File: src/rtl/dqr_pkg.sv
// Shared types and constants for the DNS query/reply byte stream unit.
// Used by every module under rtl; depends on nothing else.
package dqr_pkg;

    // Fixed field widths
    localparam int unsigned BYTE_W      = 8;
    localparam int unsigned RCODE_W     = 4;
    localparam int unsigned QTYPE_W     = 16;
    localparam int unsigned REPLY_LEN_W = 10;
    localparam int unsigned CNT_AFTER_W = 3;

    // Header layout
    localparam int unsigned HEADER_BYTES = 12;
    localparam int unsigned IDX_FLAGS_HI = 2;
    localparam int unsigned IDX_FLAGS_LO = 3;
    localparam int unsigned IDX_COUNTS   = 6;

    // Flag masks and characters
    localparam logic [BYTE_W-1:0] QR_MASK    = 8'h80;
    localparam logic [BYTE_W-1:0] RD_MASK    = 8'h01;
    localparam logic [BYTE_W-1:0] OPHI_MASK  = 8'hF0;
    localparam logic [BYTE_W-1:0] DOT_CHAR   = 8'h2E;

    // Question tail: QTYPE plus QCLASS
    localparam logic [CNT_AFTER_W-1:0] TAIL_BYTES  = 3'd4;
    localparam logic [CNT_AFTER_W-1:0] QTYPE_BYTES = 3'd2;

    // Output word packing
    localparam int unsigned OUT_TDATA_W = 48;
    localparam int unsigned OUT_TUSER_W = 2;

    typedef enum logic [1:0] {
        PH_HEADER,
        PH_LENGTH,
        PH_LABEL,
        PH_AFTER
    } parse_phase_t;

    // One request byte as held by the input register
    typedef struct packed {
        logic [BYTE_W-1:0] request_byte;
        logic              last_byte;
    } in_word_t;

    // One result word handed from the parser to the output register
    typedef struct packed {
        logic [BYTE_W-1:0]      reply_byte;
        logic                   in_reply;
        logic [BYTE_W-1:0]      name_char;
        logic                   name_char_valid;
        logic [QTYPE_W-1:0]     query_type;
        logic [REPLY_LEN_W-1:0] reply_length;
        logic                   end_of_message;
    } result_t;

endpackage

File: src/rtl/dqr_in_stage.sv
// Input register for request bytes.
// Depends on dqr_pkg for the in_word_t type.
module dqr_in_stage
(
    input  logic             clk,
    input  logic             rst_n,
    input  logic             s_tvalid,
    output logic             s_tready,
    input  logic [7:0]       s_tdata,      // [7:0] request_byte
    input  logic             s_tlast,      // last_byte
    input  logic             take,
    output logic             word_valid,
    output dqr_pkg::in_word_t word
);

    logic              valid_reg;
    dqr_pkg::in_word_t word_reg;

    // Register is free when empty or being drained this cycle
    assign s_tready   = !valid_reg || take;
    assign word_valid = valid_reg;
    assign word       = word_reg;

    // Valid flag
    always_ff @(posedge clk or negedge rst_n)
    begin
        if (!rst_n)
        begin
            valid_reg <= 1'b0;
        end
        else if (s_tready)
        begin
            valid_reg <= s_tvalid;
        end
    end

    // Payload, no reset
    always_ff @(posedge clk)
    begin
        if (s_tvalid && s_tready)
        begin
            word_reg.request_byte <= s_tdata;
            word_reg.last_byte    <= s_tlast;
        end
    end

endmodule

File: src/rtl/dqr_parse.sv
// Per-byte parse step: header rewrite, QNAME walk, QTYPE capture, reply length.
// Holds the parse state and the rcode register; depends on dqr_pkg.
module dqr_parse
#(
    parameter int unsigned MAX_MESSAGE_BYTES = 512
)
(
    input  logic              clk,
    input  logic              rst_n,
    input  logic              rcode_wr_en,
    input  logic [3:0]        rcode_wr_data,
    input  logic              word_valid,
    input  dqr_pkg::in_word_t word,
    input  logic              res_ready,
    output logic              take,
    output dqr_pkg::result_t  res
);

    localparam int unsigned POS_W = $clog2(MAX_MESSAGE_BYTES + 1);
    localparam int unsigned SUM_W = (POS_W + 1 > dqr_pkg::REPLY_LEN_W) ?
                                    POS_W + 1 : dqr_pkg::REPLY_LEN_W;

    localparam logic [POS_W-1:0] POS_MAX  = POS_W'(MAX_MESSAGE_BYTES);
    localparam logic [POS_W-1:0] POS_HDR  = POS_W'(dqr_pkg::HEADER_BYTES);
    localparam logic [POS_W-1:0] POS_HDRL = POS_W'(dqr_pkg::HEADER_BYTES - 1);
    localparam logic [POS_W-1:0] POS_FHI  = POS_W'(dqr_pkg::IDX_FLAGS_HI);
    localparam logic [POS_W-1:0] POS_FLO  = POS_W'(dqr_pkg::IDX_FLAGS_LO);
    localparam logic [POS_W-1:0] POS_CNT  = POS_W'(dqr_pkg::IDX_COUNTS);

    logic [3:0]              rcode_reg;
    logic [POS_W-1:0]        pos_reg,        pos_next;
    dqr_pkg::parse_phase_t   phase_reg,      phase_next;
    logic [7:0]              label_left_reg, label_left_next;
    logic                    first_reg,      first_next;
    logic [2:0]              after_reg,      after_next;
    logic [7:0]              type_hi_reg,    type_hi_next;
    logic [15:0]             type_reg,       type_next;
    logic [POS_W-1:0]        name_end_reg,   name_end_next;

    logic [7:0]              b;
    logic [7:0]              label_dec;
    logic [SUM_W-1:0]        sum_len;

    assign take = word_valid && res_ready;
    assign b    = word.request_byte;

    // Configuration register
    always_ff @(posedge clk or negedge rst_n)
    begin
        if (!rst_n)
        begin
            rcode_reg <= '0;
        end
        else if (rcode_wr_en)
        begin
            rcode_reg <= rcode_wr_data;
        end
    end

    // Parse step for the byte in the input register
    always_comb
    begin
        pos_next        = pos_reg;
        phase_next      = phase_reg;
        label_left_next = label_left_reg;
        first_next      = first_reg;
        after_next      = after_reg;
        type_hi_next    = type_hi_reg;
        type_next       = type_reg;
        name_end_next   = name_end_reg;
        label_dec       = (label_left_reg != 8'd0) ? label_left_reg - 8'd1 : 8'd0;
        sum_len         = '0;

        res                 = '0;
        res.end_of_message  = word.last_byte;

        if (pos_reg < POS_MAX)
        begin
            pos_next = pos_reg + POS_W'(1);
            case (phase_reg)
                dqr_pkg::PH_HEADER:
                begin
                    res.in_reply = 1'b1;
                    if (pos_reg == POS_FHI)
                    begin
                        res.reply_byte = (b | dqr_pkg::QR_MASK) & ~dqr_pkg::RD_MASK;
                    end
                    else if (pos_reg == POS_FLO)
                    begin
                        res.reply_byte = (b & dqr_pkg::OPHI_MASK) | {4'h0, rcode_reg};
                    end
                    else if (pos_reg >= POS_CNT)
                    begin
                        res.reply_byte = 8'h00;
                    end
                    else
                    begin
                        res.reply_byte = b;
                    end
                    if (pos_reg >= POS_HDRL)
                    begin
                        phase_next = dqr_pkg::PH_LENGTH;
                    end
                end
                dqr_pkg::PH_LENGTH:
                begin
                    res.in_reply   = 1'b1;
                    res.reply_byte = b;
                    if (b == 8'h00)
                    begin
                        name_end_next = pos_reg;
                        after_next    = '0;
                        phase_next    = dqr_pkg::PH_AFTER;
                    end
                    else
                    begin
                        if (!first_reg)
                        begin
                            res.name_char       = dqr_pkg::DOT_CHAR;
                            res.name_char_valid = 1'b1;
                        end
                        first_next      = 1'b0;
                        label_left_next = b;
                        phase_next      = dqr_pkg::PH_LABEL;
                    end
                end
                dqr_pkg::PH_LABEL:
                begin
                    res.in_reply        = 1'b1;
                    res.reply_byte      = b;
                    res.name_char       = b;
                    res.name_char_valid = 1'b1;
                    label_left_next     = label_dec;
                    if (label_dec == 8'd0)
                    begin
                        phase_next = dqr_pkg::PH_LENGTH;
                    end
                end
                default:
                begin
                    if (after_reg < dqr_pkg::TAIL_BYTES)
                    begin
                        res.in_reply   = 1'b1;
                        res.reply_byte = b;
                        if (after_reg == 3'd0)
                        begin
                            type_hi_next = b;
                        end
                        else if (after_reg == 3'd1)
                        begin
                            type_next = {type_hi_reg, b};
                        end
                        after_next = after_reg + 3'd1;
                    end
                end
            endcase
        end

        // Final-byte summary from the updated state
        if (word.last_byte)
        begin
            if (pos_next < POS_HDR)
            begin
                sum_len = '0;
            end
            else if (phase_next == dqr_pkg::PH_AFTER)
            begin
                sum_len = (after_next >= dqr_pkg::TAIL_BYTES) ?
                          SUM_W'(name_end_next) + SUM_W'(5) :
                          SUM_W'(name_end_next) + SUM_W'(1);
                if (after_next >= dqr_pkg::QTYPE_BYTES)
                begin
                    res.query_type = type_next;
                end
            end
            else
            begin
                sum_len = SUM_W'(pos_next);
            end
            res.reply_length = sum_len[dqr_pkg::REPLY_LEN_W-1:0];
        end
    end

    // Parse state; the last byte returns it to the idle values
    always_ff @(posedge clk or negedge rst_n)
    begin
        if (!rst_n)
        begin
            pos_reg        <= '0;
            phase_reg      <= dqr_pkg::PH_HEADER;
            label_left_reg <= '0;
            first_reg      <= 1'b1;
            after_reg      <= '0;
            type_hi_reg    <= '0;
            type_reg       <= '0;
            name_end_reg   <= '0;
        end
        else if (take)
        begin
            if (word.last_byte)
            begin
                pos_reg        <= '0;
                phase_reg      <= dqr_pkg::PH_HEADER;
                label_left_reg <= '0;
                first_reg      <= 1'b1;
                after_reg      <= '0;
                type_hi_reg    <= '0;
                type_reg       <= '0;
                name_end_reg   <= '0;
            end
            else
            begin
                pos_reg        <= pos_next;
                phase_reg      <= phase_next;
                label_left_reg <= label_left_next;
                first_reg      <= first_next;
                after_reg      <= after_next;
                type_hi_reg    <= type_hi_next;
                type_reg       <= type_next;
                name_end_reg   <= name_end_next;
            end
        end
    end

endmodule

File: src/rtl/dqr_out_stage.sv
// Result register driving the master-side stream.
// Depends on dqr_pkg for result_t and the output packing widths.
module dqr_out_stage
(
    input  logic                                 clk,
    input  logic                                 rst_n,
    input  logic                                 load,
    input  dqr_pkg::result_t                     res,
    output logic                                 ready,
    output logic                                 m_tvalid,
    input  logic                                 m_tready,
    output logic [dqr_pkg::OUT_TDATA_W-1:0]      m_tdata,
    output logic [dqr_pkg::OUT_TUSER_W-1:0]      m_tuser,
    output logic                                 m_tlast
);

    logic             valid_reg;
    dqr_pkg::result_t res_reg;

    // Free when empty or the current word leaves this cycle
    assign ready = !valid_reg || m_tready;

    always_ff @(posedge clk or negedge rst_n)
    begin
        if (!rst_n)
        begin
            valid_reg <= 1'b0;
        end
        else if (ready)
        begin
            valid_reg <= load;
        end
    end

    always_ff @(posedge clk)
    begin
        if (load && ready)
        begin
            res_reg <= res;
        end
    end

    // Word packing
    assign m_tvalid = valid_reg;
    assign m_tdata  = {6'h00, res_reg.reply_length, res_reg.query_type,
                       res_reg.name_char, res_reg.reply_byte};
    assign m_tuser  = {res_reg.name_char_valid, res_reg.in_reply};
    assign m_tlast  = res_reg.end_of_message;

endmodule

File: src/rtl/dns_query_reply_stream_unit.sv
// Top level of the DNS query/reply byte stream unit.
// Instantiates dqr_in_stage, dqr_parse and dqr_out_stage; uses dqr_pkg.
//
//  Channel  | Dir | Word contents (low bit up)
//  ---------+-----+--------------------------------------------------------
//  s_*      | in  | tdata: request_byte[7:0]; tlast: last_byte
//  m_*      | out | tdata: reply_byte, name_char, query_type, reply_length;
//           |     | tuser: in_reply, name_char_valid; tlast: end_of_message
//  rcode_*  | in  | wr_en, wr_data[3:0]: response code
//
// One word per cycle sustained while m_tready stays high. A request byte is
// held in the input register, passes the combinational parse logic and is
// registered again in the result register, which drives m_tvalid.
// Reset clears the parse state, rcode and both valid flags.
// A stall on m_tready holds the result word and, once the input register
// is also full, drops s_tready.
module dns_query_reply_stream_unit
#(
    parameter int unsigned MAX_MESSAGE_BYTES = 512
)
(
    input  logic        clk,
    input  logic        rst_n,
    input  logic        rcode_wr_en,
    input  logic [3:0]  rcode_wr_data,
    input  logic        s_tvalid,
    output logic        s_tready,
    input  logic [7:0]  s_tdata,   // [7:0] request_byte
    input  logic        s_tlast,   // last_byte
    output logic        m_tvalid,
    input  logic        m_tready,
    output logic [47:0] m_tdata,   // [7:0] reply_byte, [15:8] name_char,
                                   // [31:16] query_type, [41:32] reply_length
    output logic [1:0]  m_tuser,   // [0] in_reply, [1] name_char_valid
    output logic        m_tlast    // end_of_message
);

    logic              word_valid;
    dqr_pkg::in_word_t word;
    logic              take;
    logic              res_ready;
    dqr_pkg::result_t  res;

    dqr_in_stage u_in
    (
        .clk        (clk),
        .rst_n      (rst_n),
        .s_tvalid   (s_tvalid),
        .s_tready   (s_tready),
        .s_tdata    (s_tdata),
        .s_tlast    (s_tlast),
        .take       (take),
        .word_valid (word_valid),
        .word       (word)
    );

    dqr_parse
    #(
        .MAX_MESSAGE_BYTES (MAX_MESSAGE_BYTES)
    )
    u_parse
    (
        .clk           (clk),
        .rst_n         (rst_n),
        .rcode_wr_en   (rcode_wr_en),
        .rcode_wr_data (rcode_wr_data),
        .word_valid    (word_valid),
        .word          (word),
        .res_ready     (res_ready),
        .take          (take),
        .res           (res)
    );

    dqr_out_stage u_out
    (
        .clk      (clk),
        .rst_n    (rst_n),
        .load     (take),
        .res      (res),
        .ready    (res_ready),
        .m_tvalid (m_tvalid),
        .m_tready (m_tready),
        .m_tdata  (m_tdata),
        .m_tuser  (m_tuser),
        .m_tlast  (m_tlast)
    );

endmodule
File: config.mk
export PLATFORM = sky130hd
export DESIGN_NAME = dns_query_reply_stream_unit
export DESIGN_NICKNAME = d
export VERILOG_FILES = /design/src/rtl/dqr_pkg.sv /design/src/rtl/dqr_in_stage.sv /design/src/rtl/dqr_parse.sv /design/src/rtl/dqr_out_stage.sv /design/src/rtl/dns_query_reply_stream_unit.sv
export SDC_FILE = /design/constraint.sdc
export NUM_CORES = 1
export LEC_CHECK = 0
export ABC_AREA = 0
export BUFFER_PORTS_ARGS = -buffer_cell sky130_fd_sc_hd__buf_2
export CORE_ASPECT_RATIO = 1.1
export CORE_MARGIN = 1.5
export CORE_UTILIZATION = 50
export CTS_BUF_LIST = sky130_fd_sc_hd__clkbuf_4
export DETAILED_ROUTE_END_ITERATION = 10
export HOLD_SLACK_MARGIN = 0.03
export PLACE_DENSITY = 0.7
export REMOVE_ABC_BUFFERS = 1
export SKIP_LAST_GASP = 1
export SYNTH_ARGS = -nofsm -noshare
export SYNTH_HDL_FRONTEND = slang
export SYNTH_HIERARCHICAL = 1
export SYNTH_SLANG_ARGS = --single-unit
File: constraint.sdc
create_clock -name clk -period 9.8 [get_ports clk]
set_input_delay 0.49 -clock clk [delete_from_list [all_inputs] [get_ports clk]]
set_output_delay 0.49 -clock clk [all_outputs]
set_load 0.05 [all_outputs]
=== Yosys cells after proc, flatten, opt, wreduce, memory -nomap -nowiden ===
Index checks and enable logic that the tools add are counted.

* Add/sub/neg operators: 5
* $lt $le $gt $ge: 7
* Equality and inequality tests: 9
* Mux-type cells: 47
* Bitwise gates (word level): 4
* Reduce and logical (&&, ||, !) cells: 25

{| class="wikitable"
|+ Operators by type and width
! operator !! count
|-
| $mux 16 || 6
|-
| $mux 8 || 12
|-
| $mux 10 || 8
|-
| $pmux 9 s2 || 2
|-
| $add 10x1->10 const B || 2
|-
| $eq 10x2->1 const B || 2
|-
| $logic_not 8->1 || 2
|-
| $pmux 8 s2 || 1
|-
| $mux 7 || 2
|-
| $mux 3 || 4
|-
| $add 10x3->10 const B || 1
|-
| $ge 10x3->1 const B || 1
|-
| $ge 10x4->1 const B || 1
|-
| $lt 10x10->1 const B || 1
|-
| $lt 10x4->1 const B || 1
|-
| $mux 9 || 1
|-
| $mux 2 || 4
|-
| $or 8x4->8 || 1
|-
| $reduce_and 4->1 || 2
|-
| $reduce_bool 2->1 || 4
|-
| $reduce_bool 8->1 || 1
|-
| $sub 8x1->8 const B || 1
|-
| $pmux 2 s3 || 1
|-
| $pmux 3 s2 || 1
|-
| other kinds (22) || 35
|}

* Register bits: 118
* Input bits: 18
* Word-level logic and storage cells: 117

=== Depth between registers and ports, before layout ===
Gate-level depths: netlist of run 1.

* Depth after elaboration: 9
* Gate-level depth with buffers: 15

=== Hierarchy ===
The synthesis of run 1 kept the hierarchy.

{| class="wikitable"
|+ By module, submodules not included
! module !! instances !! cells an instance !! area each (sq um)
|-
| dqr_parse || 1 || 557 || 4549.4
|-
| dqr_out_stage || 1 || 56 || 1453.9
|-
| dqr_in_stage || 1 || 13 || 324.1
|}

=== Worst setup path after synthesis of run 1 ===
No wires, ideal clock.

* Path kind: flip-flop to flip-flop
* Start point: reg u_parse.phase_reg[0]
* End point: reg u_out.res_reg, in the netlist u_out/m_tdata[41], data pin
* Arrival: 2.992 ns
* Required time: 9.669 ns
* Slack: 6.677 ns
* Cell stages (with the launch flop): 11
* Clock period less this slack: 3.123 ns
* Cell sequence: dfrtp_1 -> ha_1 -> or3_1 -> nor3b_1 -> nor2_1 -> ha_1 -> a31oi_1 -> mux2_2 -> or4_1 -> a21oi_1 -> o31a_1

* Longest elaborated chain between the ends: 7
* Elaborated cells between the ends (all ways): 18
* Classes of those cells: 2 x add/sub; 1 x order compare; 3 x eq/ne; 10 x mux; 2 x reduce/logical

{| class="wikitable"
|+ Ends and longest elaborated chain
! element !! RTL line !! RTL
|-
| start, declared || dqr_parse.sv:32 || <nowiki>dqr_pkg::parse_phase_t phase_reg, phase_next;</nowiki>
|-
| start signal, assigned || dqr_parse.sv:190 || <nowiki>phase_reg <= dqr_pkg::PH_HEADER;</nowiki>
|-
| start signal, assigned || dqr_parse.sv:203 || <nowiki>phase_reg <= dqr_pkg::PH_HEADER;</nowiki>
|-
| start signal, assigned || dqr_parse.sv:214 || <nowiki>phase_reg <= phase_next;</nowiki>
|-
| branches (longest 6 deep; another with $add 10x1->10) || - ||
|-
| $mux 10 * || dqr_parse.sv:166 || <nowiki>else if (phase_next == dqr_pkg::PH_AFTER)</nowiki>
|-
| end signal, assigned || dqr_out_stage.sv:39 || <nowiki>res_reg <= res;</nowiki>
|-
| end, declared || dqr_out_stage.sv:18 || <nowiki>dqr_pkg::result_t res_reg;</nowiki>
|}

Mark *: on every way between the ends.
A chain may end at the register's enable or synchronous reset.

=== Worst setup path in the final report of run 1 ===
* Start point: reg u_in.word_reg, in the netlist u_in/word[5]
* End point: reg u_out.res_reg, in the netlist u_out/m_tdata[40], data pin

* Longest elaborated chain between the ends: 7
* Elaborated cells between the ends (all ways): 16
* Classes of those cells: 2 x add/sub; 1 x order compare; 1 x eq/ne; 11 x mux; 1 x reduce/logical

{| class="wikitable"
|+ Ends and longest elaborated chain
! element !! RTL line !! RTL
|-
| start, declared || dqr_in_stage.sv:17 || <nowiki>dqr_pkg::in_word_t word_reg;</nowiki>
|-
| $logic_not 8->1 * || dqr_parse.sv:109 || <nowiki>if (b == 8'h00)</nowiki>
|-
| $mux 10 or $mux 3 (tied branches) || dqr_parse.sv:109 ||
|-
| $mux 10 or $pmux 3 s2 (tied branches) || dqr_parse.sv:80 || <nowiki>case (phase_reg)</nowiki>
|-
| $mux 10 or $mux 3 (tied branches) || dqr_parse.sv:77 || <nowiki>if (pos_reg < POS_MAX)</nowiki>
|-
| $add 10x1->10, or another cell as far along || dqr_parse.sv:170 || <nowiki>SUM_W'(name_end_next) + SUM_W'(1);</nowiki>
|-
| $mux 10 || dqr_parse.sv:168 || <nowiki>sum_len = (after_next >= dqr_pkg::TAIL_BYTES) ?</nowiki>
|-
| $mux 10 * || dqr_parse.sv:166 ||
|}

Mark *: on every way between the ends. The rest lies on a longest branch, timed or not.

==> results of run 1 <==
==> metrics by stage <==
| step | setup WS [ns] | instances | area [µm²] | utilization [%] | power [W] |
|---|---|---|---|---|---|
| detailed placement | 5.86 | 812 | 6700 | 54.9 | 0.00119 |
| global route | 5.43 | 844 | 7030 | 57.6 | 0.00167 |
| floorplan | 6.50 | 590 | 6140 | - | 0.00105 |
| finish | 5.76 | 844 | 7030 | 57.6 | 0.00159 |
| global placement | 6.07 | 812 | 6700 | 54.9 | 0.00117 |
| CTS | 5.83 | 844 | 7030 | 57.6 | 0.00159 |
==> metal layers <==
| layer | routed length [µm] | vias up | share of wire (%) | global-route usage [%] |
|---|---|---|---|---|
| li1 | - | 2394 | - | - |
| met1 | 6760 | 2479 | 43 | 33.8 |
| met2 | 7670 | 223 | 49 | 39.1 |
| met3 | 1020 | 24 | 6.5 | 5.42 |
| met4 | 234 | 0 | 1.5 | 7.05 |
| met5 | 0 | - | 0 | 0 |
==> worst max path at each step <==
stage	from	to	slack (ns)
floorplan	u_in/word[1]$_DFFE_PP_	u_out/m_tdata[41]$_DFFE_PP_	6.50
global placement	u_in/word[5]$_DFFE_PP_	u_out/m_tdata[41]$_DFFE_PP_	6.07
detailed placement	u_in/word[5]$_DFFE_PP_	u_out/m_tdata[41]$_DFFE_PP_	5.86
CTS	u_in/word[5]$_DFFE_PP_	u_out/m_tdata[41]$_DFFE_PP_	5.83
global route	u_in/word[1]$_DFFE_PP_	u_out/m_tdata[40]$_DFFE_PP_	5.43
finish	u_in/word[5]$_DFFE_PP_	u_out/m_tdata[40]$_DFFE_PP_	5.76
==> report_power, final <==
part | switching, W | internal [W] | leakage (nW) | total [W]
registers | 0.0000671 | 0.000610 | 1.38 | 0.000677
logic | 0.000342 | 0.000163 | 1.25 | 0.000505
clock network | 0.000198 | 0.000208 | 0.171 | 0.000406
total | 0.000607 | 0.000981 | 2.80 | 0.00159
==> synth_stat cells (6+ instances only) <==
library cell   n  area share (%)
a21oi_1       25             2.0
a31oi_1        7            0.69
xnor2_1        9             1.2
a21boi_0      15             1.8
nor4_1         9            0.89
o21ai_1       15             1.2
a22oi_1        7            0.83
mux2_2         6             1.1
buf_4          7            0.83
inv_1         14            0.83
dfrtp_1       63              25
o31ai_1       15             1.8
nor3_1        10            0.79
edfxtp_1      54              26
and3_1         7            0.69
a22o_1        12             1.7
clkbuf_1      26             1.5
a21o_1         6            0.71
o21ai_0       36             2.8
ha_1          14             2.8
and2_1         6            0.59
mux2i_1        6            0.95
a211oi_1      11             1.3
nand2_1       99             5.9
a21oi_2       10             1.4
nor2_1        44             2.6
==> logic make-up (layout without fill, tap and decap cells) <==
| logic type | after synthesis | after routing |
|---|---|---|
| simple gates | 224 | 224 |
| compound gates | 185 | 185 |
| flops | 118 | 118 |
| buf+inv | 58 | 117 |
| fa+ha+maj | 14 | 14 |
| xor+xnor | 14 | 14 |
| mux | 12 | 12 |
| other cells | 1 | 6 |
==> area by class of cell <==
class,count,area [µm²]
fill,1074,5160
timing repair buffer,68,350
multi-input combinational,455,2860
tap,154,193
sequential,118,3220
inverter,17,63.8
clock inverter,14,196
clock buffer,18,135
==> impl_metrics.csv, run 1 <==
group,metric,value,unit
timing,timing_worst_slew_pin_value,1.14,ns
clocking,clkSinkCount,118,
critical_path,reg2regPathDepth,10,
pwr,ir_drop,0.138,mV
pwr,p_leak,2.80,nW
global_routing,grt_pass1_vias,4779,
synthesis,synth_top_family_by_area,"compound AO/OA/AOI/OAI gates",
timing,rsz0062_at_grt,"no",
critical_path,start_kind,"flip-flop",
synthesis,synth_xor_area_share,1.94,%
timing,period_share,41.3,%
global_routing,grt_first_pass_wirelength,24900,µm
final_layout,mostFrequentLayoutCells,"nand2_1, buf_2, dfrtp_1",
timing,tns,0,ns
final_layout,num_antenna_cells,0,
synthesis,ys_warn_count,6,
synthesis,synthSimpleGateAreaFrac,18.0,%
pwr,p_per_area,226,mW/mm²
die,die-area,0.0133,mm²
detailed_routing,ant_nets,0,
timing,hold_slack,0.116,ns
clocking,clk_pin_slew,0.12,ns
critical_path,r2r-end,"u_out/m_tdata[40]$_DFFE_PP_",
clocking,cts_tree,"built",
synthesis,synth_edf_count,54,
global_routing,grt_max_degree,65,
placement,dpl.hpwl,10500,µm
timing,slew_violations,0,
min_path,min_path_type,"input port to asynchronous set/reset pin",
global_routing,antenna_found_initial,0,
clocking,clockBufferDepth,2,
synthesis,synthAdderAreaFrac,2.77,%
synthesis,async_flop_share,54.2,%
global_routing,grt_usage,24.6,%
critical_path,endpoint_kind,"flip-flop",
clocking,cts-root-buf,"clkbuf_4",
timing,maxSlewHeadroom,23.4,%
final_layout,largest_reg_flops,42,
detailed_routing,wl,15700,µm
synthesis,synth.distinct_cells,75,
critical_path,critical_path.most_common_cell,"a21oi_1",
final_layout,drive_gt1_share,19.7,%
final_layout,final_common_cell,"nand2_1",
final_layout,areaGrowthSynthToFinish,11.1,%
detailed_routing,dr.pass1.iters,6,
critical_path,rrSetupSlack,5.76,ns
placement,gp_congestion,0.892,
die,core.rowCount,42,
die,initial_core_util,51.9,%
critical_path,crit_fanout,21,
critical_path,cp.arrival,4.42,ns
synthesis,syn_inst,626,
run_status,status,"complete, no violations",
critical_path,worst-path-buf-inv,0,
timing,skew,0.0184,ns
detailed_routing,wire_per_inst,18.6,µm
flow_run,maxCapViolCount,0,
critical_path,worstSetupPathType,"flip-flop to flip-flop",
critical_path,crit_chain,"nor4_4, nand4_1, o21ai_0, ha_1, a21oi_1, nor3_1, nand2_1, xor2_1, a211o_1, a21oi_1",
clocking,numCtsBuffers,17,
clocking,htreeDepth,4,
critical_path,worst-path-stages,10,
placement,port_buffers,64,
synthesis,ys_ff_latch,118,
synthesis,synth_area,0.00633,mm²
clocking,post_cts_buffers,0,
final_layout,nets,709,
detailed_routing,vias_per_cell,6.07,
die,fp.dieH,121,µm
synthesis,synth_compound_area_share,20.1,%
detailed_routing,drt_iter0_markers,565,
synthesis,synth-main-ff-cell,"dfrtp_1",
die,die_w,110,µm
synthesis,synthMuxAreaShare,2.02,%
critical_path,critPathRequiredTime,10.17,ns
clocking,cts-resized-gates,0,
clocking,postCtsHoldBufs,0,
critical_path,rr_startpoint,"u_in/word[5]$_DFFE_PP_",
critical_path,critical_path.slowest_cell,"nand4_1",
synthesis,yosysSeqAreaShare,51.0,%
die,io_pins,71,
critical_path,critPathMaxStageDelay,0.85,ns
timing,hold_viol,0,
critical_path,cp_top_family,"simple AND/OR/NAND/NOR gates",
synthesis,syn_avg_cell_area,10.1,µm²
global_routing,gr-total-overflow,0,
timing,setup_violations,0,
timing,min_period,4.04,ns
detailed_routing,via_count,5120,
detailed_routing,post-route-drc-count,0,
timing,max_freq,247,MHz
clocking,worstSkewPairLatency,0.52,ns
die,core_area,0.0122,mm²
Power figures use the tool's default switching activity.
==> run 2: changes to the inputs <==
Clock period 9.8 ns to 3.8 ns, I/O delays scaled along.
==> impl_metrics.csv, run 2 (synthesis gave the netlist of run 1 again) <==
group,metric,value,unit
timing,min_period,3.56,ns
clocking,clk_pin_slew,0.11,ns
final_layout,fin_cells,871,
critical_path,critPathRequiredTime,4.08,ns
clocking,htreeDepth,4,
clocking,cts-root-buf,"clkbuf_4",
placement,pre_cts_slack,0.327,ns
critical_path,critical_path.most_common_cell,"ha_1",
final_layout,postLayoutCoreUtil,59.4,%
global_routing,antenna_found_initial,0,
final_layout,largest_reg_flops,42,
flow_run,maxCapViolCount,0,
die,die-area,0.0133,mm²
timing,rsz0062_at_grt,"no",
critical_path,cp.arrival,3.84,ns
detailed_routing,wire_per_inst,18.4,µm
critical_path,crit_chain,"ha_1, or3_1, nor3b_1, nor2_1, ha_1, a31oi_1, mux2_2, o31a_1, nor4_1, a211oi_1",
run_status,status,"complete, no violations",
global_routing,grt_first_pass_wirelength,25700,µm
critical_path,critical_path.slowest_cell,"dfrtp_1",
critical_path,crit_fanout,9,
die,die_w,110,µm
timing,slew_violations,0,
critical_path,rr_startpoint,"u_parse/phase_reg[0]$_DFFE_PN0P_",
timing,max_freq,281,MHz
final_layout,multi_input_area,0.00286,mm²
critical_path,r2r-end,"u_out/m_tdata[39]$_DFFE_PP_",
die,io_pins,71,
placement,port_buffers,64,
timing,setup_violations,0,
critical_path,cp_top_family,"simple AND/OR/NAND/NOR gates",
timing,hold_viol,0,
critical_path,worst-path-buf-inv,0,
detailed_routing,via_count,5215,
clocking,cts_tree,"built",
min_path,min_path_type,"input port to asynchronous set/reset pin",
die,core.rowCount,42,
detailed_routing,dr.pass1.iters,4,
critical_path,critPathLaunch,"u_parse/phase_reg[0]$_DFFE_PN0P_",
detailed_routing,vias_per_cell,5.99,
pwr,p_clk_share,23.5,%
pwr,swShare,37.9,%
final_layout,layout.area.seq,0.00322,mm²
final_layout,n_fill_cell,1042,
timing,maxSlewHeadroom,33.4,%
final_layout,areaGrowthSynthToFinish,14.4,%
clocking,numCtsBuffers,17,
timing,tns,0,ns
detailed_routing,ant_nets,0,
global_routing,gr-total-overflow,0,
timing,timing_worst_slew_pin_value,0.993,ns
critical_path,reg2regPathDepth,10,
pwr,p_leak,2.90,nW
detailed_routing,drt_iter0_markers,383,
timing,period_share,93.7,%
pwr,p_int,0.00249,W
clocking,cts-resized-gates,0,
critical_path,start_kind,"flip-flop",
placement,placed_cells,819,
clocking,post_cts_buffers,0,
detailed_routing,post-route-drc-count,0,
pwr,combPwrFrac,32.9,%
die,core_area,0.0122,mm²
clocking,worstSkewPairLatency,0.55,ns
final_layout,final_common_cell,"nand2_1",
final_layout,mostFrequentLayoutCells,"nand2_1, buf_2, dfrtp_1",
clocking,clockBufferDepth,2,
pwr,ir_drop,0.290,mV
pwr,power,0.00401,W
pwr,p_switching,0.00152,W
timing,skew,0.0219,ns
final_layout,drive_gt1_share,19.5,%
critical_path,critPathMaxStageDelay,0.47,ns
global_routing,grt_max_degree,46,
critical_path,endpoint_kind,"flip-flop",
detailed_routing,wl,16000,µm
die,fp.dieH,121,µm
critical_path,rrSetupSlack,0.24,ns
timing,fin_ws,0.240,ns
die,initial_core_util,51.9,%
pwr,p_per_area,554,mW/mm²
placement,gp_congestion,0.908,
final_layout,nets,736,
clocking,clkSinkCount,118,
final_layout,num_antenna_cells,0,
placement,dpl.hpwl,11000,µm
pwr,seqPwrFrac,43.6,%
global_routing,grt_pass1_vias,4990,
critical_path,worstSetupPathType,"flip-flop to flip-flop",
global_routing,grt_usage,25.6,%
-- run 2: cell types whose count changed in the layout (fill, tap and decap cells not counted), moves of 2 or more --
cell           change
inv_6              -3
dlygate4sd3_1     +20
clkinv_1           +3
buf_4              +7
clkinv_4           -2
clkbuf_4           +3
-- run 2: repair_timing --
action	CTS	global route
hold buffers	20	0
endpoints found under the setup margin	0	0
endpoints found under the hold margin	50	0
-- run 2: power groups by stage --
stage / registers [W] / clock network [W] / logic (W)
floorplan: 0.00197 / 0 / 0.000746
global placement: 0.00176 / 0 / 0.00126
detailed placement: 0.00177 / 0 / 0.00129
CTS: 0.00175 / 0.000969 / 0.00131
global route: 0.00178 / 0.00102 / 0.00144
finish: 0.00175 / 0.000945 / 0.00132
-- run 2: area by class of cell --
class / count / area share, %
Clock inverter: 11 / 1.82
Clock buffer: 21 / 2.18
Multi-Input combinational cell: 455 / 39.6
Tap cell: 154 / 2.66
Timing Repair Buffer: 95 / 8.33
Inverter: 17 / 0.882
Sequential cell: 118 / 44.6
-- run 2: per-stage QoR --
step	hold WS [ns]	cell area, µm²
after CTS	0.287	7240
final	0.280	7240
after floorplan	-0.106	6140
after global routing	0.324	7240
after global placement	0.355	6750
after detailed placement	0.357	6750
-- run 2: worst reg2reg max path, delay by kind of cell, from the launching register on --
kind / cells / cell delay (ns)
mux: 1 / 0.37
flops: 1 / 0.47
fa+ha+maj: 2 / 0.72
simple gates: 4 / 1.22
compound gates: 3 / 0.53
-- run 2: layer usage --
layer	vias to the layer above	GRT usage, %	routed length [µm]
met5	-	0	0
met4	0	10.7	388
met3	32	5.26	807
met2	194	39.6	7740
met1	2544	34.7	7080
li1	2445	-	-
-- run 2: how the worst max path moves through the flow --
stage / to / slack (ns) / cells after the start
global route: u_out/m_tdata[39]$_DFFE_PP_ / 0.05 / 10
global placement: u_out/m_tdata[41]$_DFFE_PP_ / 0.45 / 10
finish: u_out/m_tdata[39]$_DFFE_PP_ / 0.24 / 10
floorplan: u_out/m_tdata[41]$_DFFE_PP_ / 0.50 / 10
detailed placement: u_out/m_tdata[41]$_DFFE_PP_ / 0.33 / 10
CTS: u_out/m_tdata[39]$_DFFE_PP_ / 0.28 / 10
==> run 3: changes to the inputs <==
Settings changed: CORE_ASPECT_RATIO 1.1 to 0.75.
==> impl_metrics.csv, run 3 (synthesis gave the netlist of run 1 again) <==
group,metric,value,unit
run_status,status,"complete, no violations",
placement,gp_congestion,0.942,
critical_path,critical_path.slowest_cell,"or4_1",
placement,placed_cell_area,0.00681,mm²
clocking,cts_tree,"built",
critical_path,rrSetupSlack,0.29,ns
critical_path,endpoint_kind,"flip-flop",
global_routing,grt_usage,27.1,%
clocking,worstSkewPairLatency,0.52,ns
global_routing,grt_first_pass_wirelength,27600,µm
final_layout,largest_reg_flops,42,
critical_path,reg2regPathDepth,10,
pwr,p_leak,2.94,nW
timing,maxSlewHeadroom,31.4,%
pwr,ir_drop,0.352,mV
placement,placed_cells,837,
pwr,seqPwrFrac,42.6,%
final_layout,stdcell_area,0.00733,mm²
critical_path,critical_path.most_common_cell,"ha_1",
clocking,clk_pin_slew,0.10,ns
detailed_routing,vias_per_cell,5.99,
timing,rsz0062_at_grt,"no",
critical_path,critPathMaxStageDelay,0.48,ns
critical_path,critPathRequiredTime,4.18,ns
die,die-area,0.0133,mm²
die,io_pins,71,
clocking,clockBufferDepth,2,
detailed_routing,post-route-drc-count,0,
critical_path,crit_chain,"ha_1, or3_1, nor3b_1, nor2_1, ha_1, a31oi_1, mux2_2, or4_1, a21oi_1, o31a_1",
timing,max_freq,285,MHz
timing,min_period,3.51,ns
die,initial_core_util,51.4,%
final_layout,fin_cells,890,
final_layout,mostFrequentLayoutCells,"nand2_1, buf_2, dfrtp_1",
timing,timing_worst_slew_pin_value,1.02,ns
clocking,cts-root-buf,"clkbuf_4",
global_routing,grt_max_degree,46,
pwr,p_clk_share,24.5,%
pwr,combPwrFrac,32.8,%
detailed_routing,ant_nets,0,
final_layout,final_common_cell,"nand2_1",
pwr,swShare,37.6,%
placement,port_buffers,64,
pwr,p_int,0.00257,W
detailed_routing,drt_iter0_markers,657,
final_layout,areaGrowthSynthToFinish,15.8,%
timing,tns,0,ns
timing,fin_ws,0.286,ns
timing,period_share,92.5,%
clocking,cts-resized-gates,0,
pwr,p_switching,0.00155,W
die,fp.dieH,100,µm
clocking,htreeDepth,4,
global_routing,antenna_found_initial,1,
critical_path,r2r-end,"u_out/m_tdata[41]$_DFFE_PP_",
critical_path,cp.arrival,3.90,ns
final_layout,postLayoutCoreUtil,59.5,%
timing,hold_viol,0,
detailed_routing,wl,16900,µm
pwr,p_per_area,561,mW/mm²
final_layout,nets,742,
critical_path,worstSetupPathType,"flip-flop to flip-flop",
flow_run,maxCapViolCount,0,
critical_path,critPathLaunch,"u_parse/phase_reg[0]$_DFFE_PN0P_",
clocking,post_cts_buffers,0,
timing,setup_violations,0,
global_routing,grt_pass1_vias,4973,
critical_path,start_kind,"flip-flop",
die,core_area,0.0123,mm²
critical_path,rr_startpoint,"u_parse/phase_reg[0]$_DFFE_PN0P_",
min_path,min_path_type,"input port to asynchronous set/reset pin",
critical_path,cp-endpoint,"u_out/m_tdata[41]$_DFFE_PP_",
timing,slew_violations,0,
clocking,numCtsBuffers,17,
clocking,clkSinkCount,118,
detailed_routing,dr.pass1.iters,6,
placement,pre_cts_slack,0.364,ns
timing,skew,0.0175,ns
placement,dpl.hpwl,12000,µm
die,die_w,133,µm
final_layout,drive_gt1_share,20.5,%
critical_path,crit_fanout,9,
detailed_routing,via_count,5327,
global_routing,gr-total-overflow,0,
die,core.rowCount,35,
detailed_routing,wire_per_inst,19.0,µm
[run 3: critical path, delay by kind of cell, from the launching register on]
kind	cells	cell delay [ns]
flops	1	0.46
compound gates	3	0.46
fa+ha+maj	2	0.71
simple gates	4	1.40
mux	1	0.36
[run 3: worst min-delay path by stage]
stage	start	end
after floorplan	rst_n	u_in/word_valid$_DFFE_PN0P_
after global placement	rst_n	u_parse/type_reg[12]$_DFFE_PN0P_
after detailed placement	rst_n	u_parse/type_reg[12]$_DFFE_PN0P_
after CTS	rst_n	u_parse/type_reg[12]$_DFFE_PN0P_
after global routing	rst_n	u_parse/type_reg[12]$_DFFE_PN0P_
final	rst_n	u_parse/type_reg[12]$_DFFE_PN0P_
[run 3: stage by stage]
| step | hold slack [ns] | power [W] |
|---|---|---|
| after floorplan | -0.106 | 0.00272 |
| after global placement | 0.250 | 0.00304 |
| after detailed placement | 0.262 | 0.00309 |
| after CTS | 0.226 | 0.00411 |
| after global routing | 0.272 | 0.00435 |
| final | 0.241 | 0.00411 |
[run 3: final cells by class]
| cell class | count | area [µm²] |
|---|---|---|
| Antenna cell | 1 | 2.50 |
| Tap cell | 166 | 208 |
| Clock buffer | 21 | 158 |
| Multi-Input combinational cell | 455 | 2860 |
| Timing Repair Buffer | 101 | 648 |
| Fill cell | 1049 | 4980 |
| Inverter | 17 | 63.8 |
| Sequential cell | 118 | 3220 |
| Clock inverter | 11 | 158 |
[run 3: per-layer routing]
layer  vias to the layer above  GRT usage, %  part of all wire, %
li1                       2456             -                    -
met1                      2590          41.7                   47
met2                       268          38.4                   43
met3                        13          6.11                  9.1
met4                         0          7.10                 0.88
met5                         -             0                    0
[run 3: power by group through the flow]
| stage | clock (W) | sequential, W | combinational, W |
|---|---|---|---|
| 2_1_floorplan | 0 | 0.00197 | 0.000746 |
| 3_3_place_gp | 0 | 0.00176 | 0.00128 |
| 3_5_place_dp | 0 | 0.00177 | 0.00131 |
| 4_1_cts | 0.00103 | 0.00175 | 0.00133 |
| 5_1_grt | 0.00109 | 0.00179 | 0.00147 |
| 6_report | 0.00101 | 0.00175 | 0.00135 |
[run 3: what timing repair did]
item | in CTS | in global routing
setup endpoints to repair | 0 | 0
hold buffers | 20 | 0
hold endpoints to repair | 43 | 0
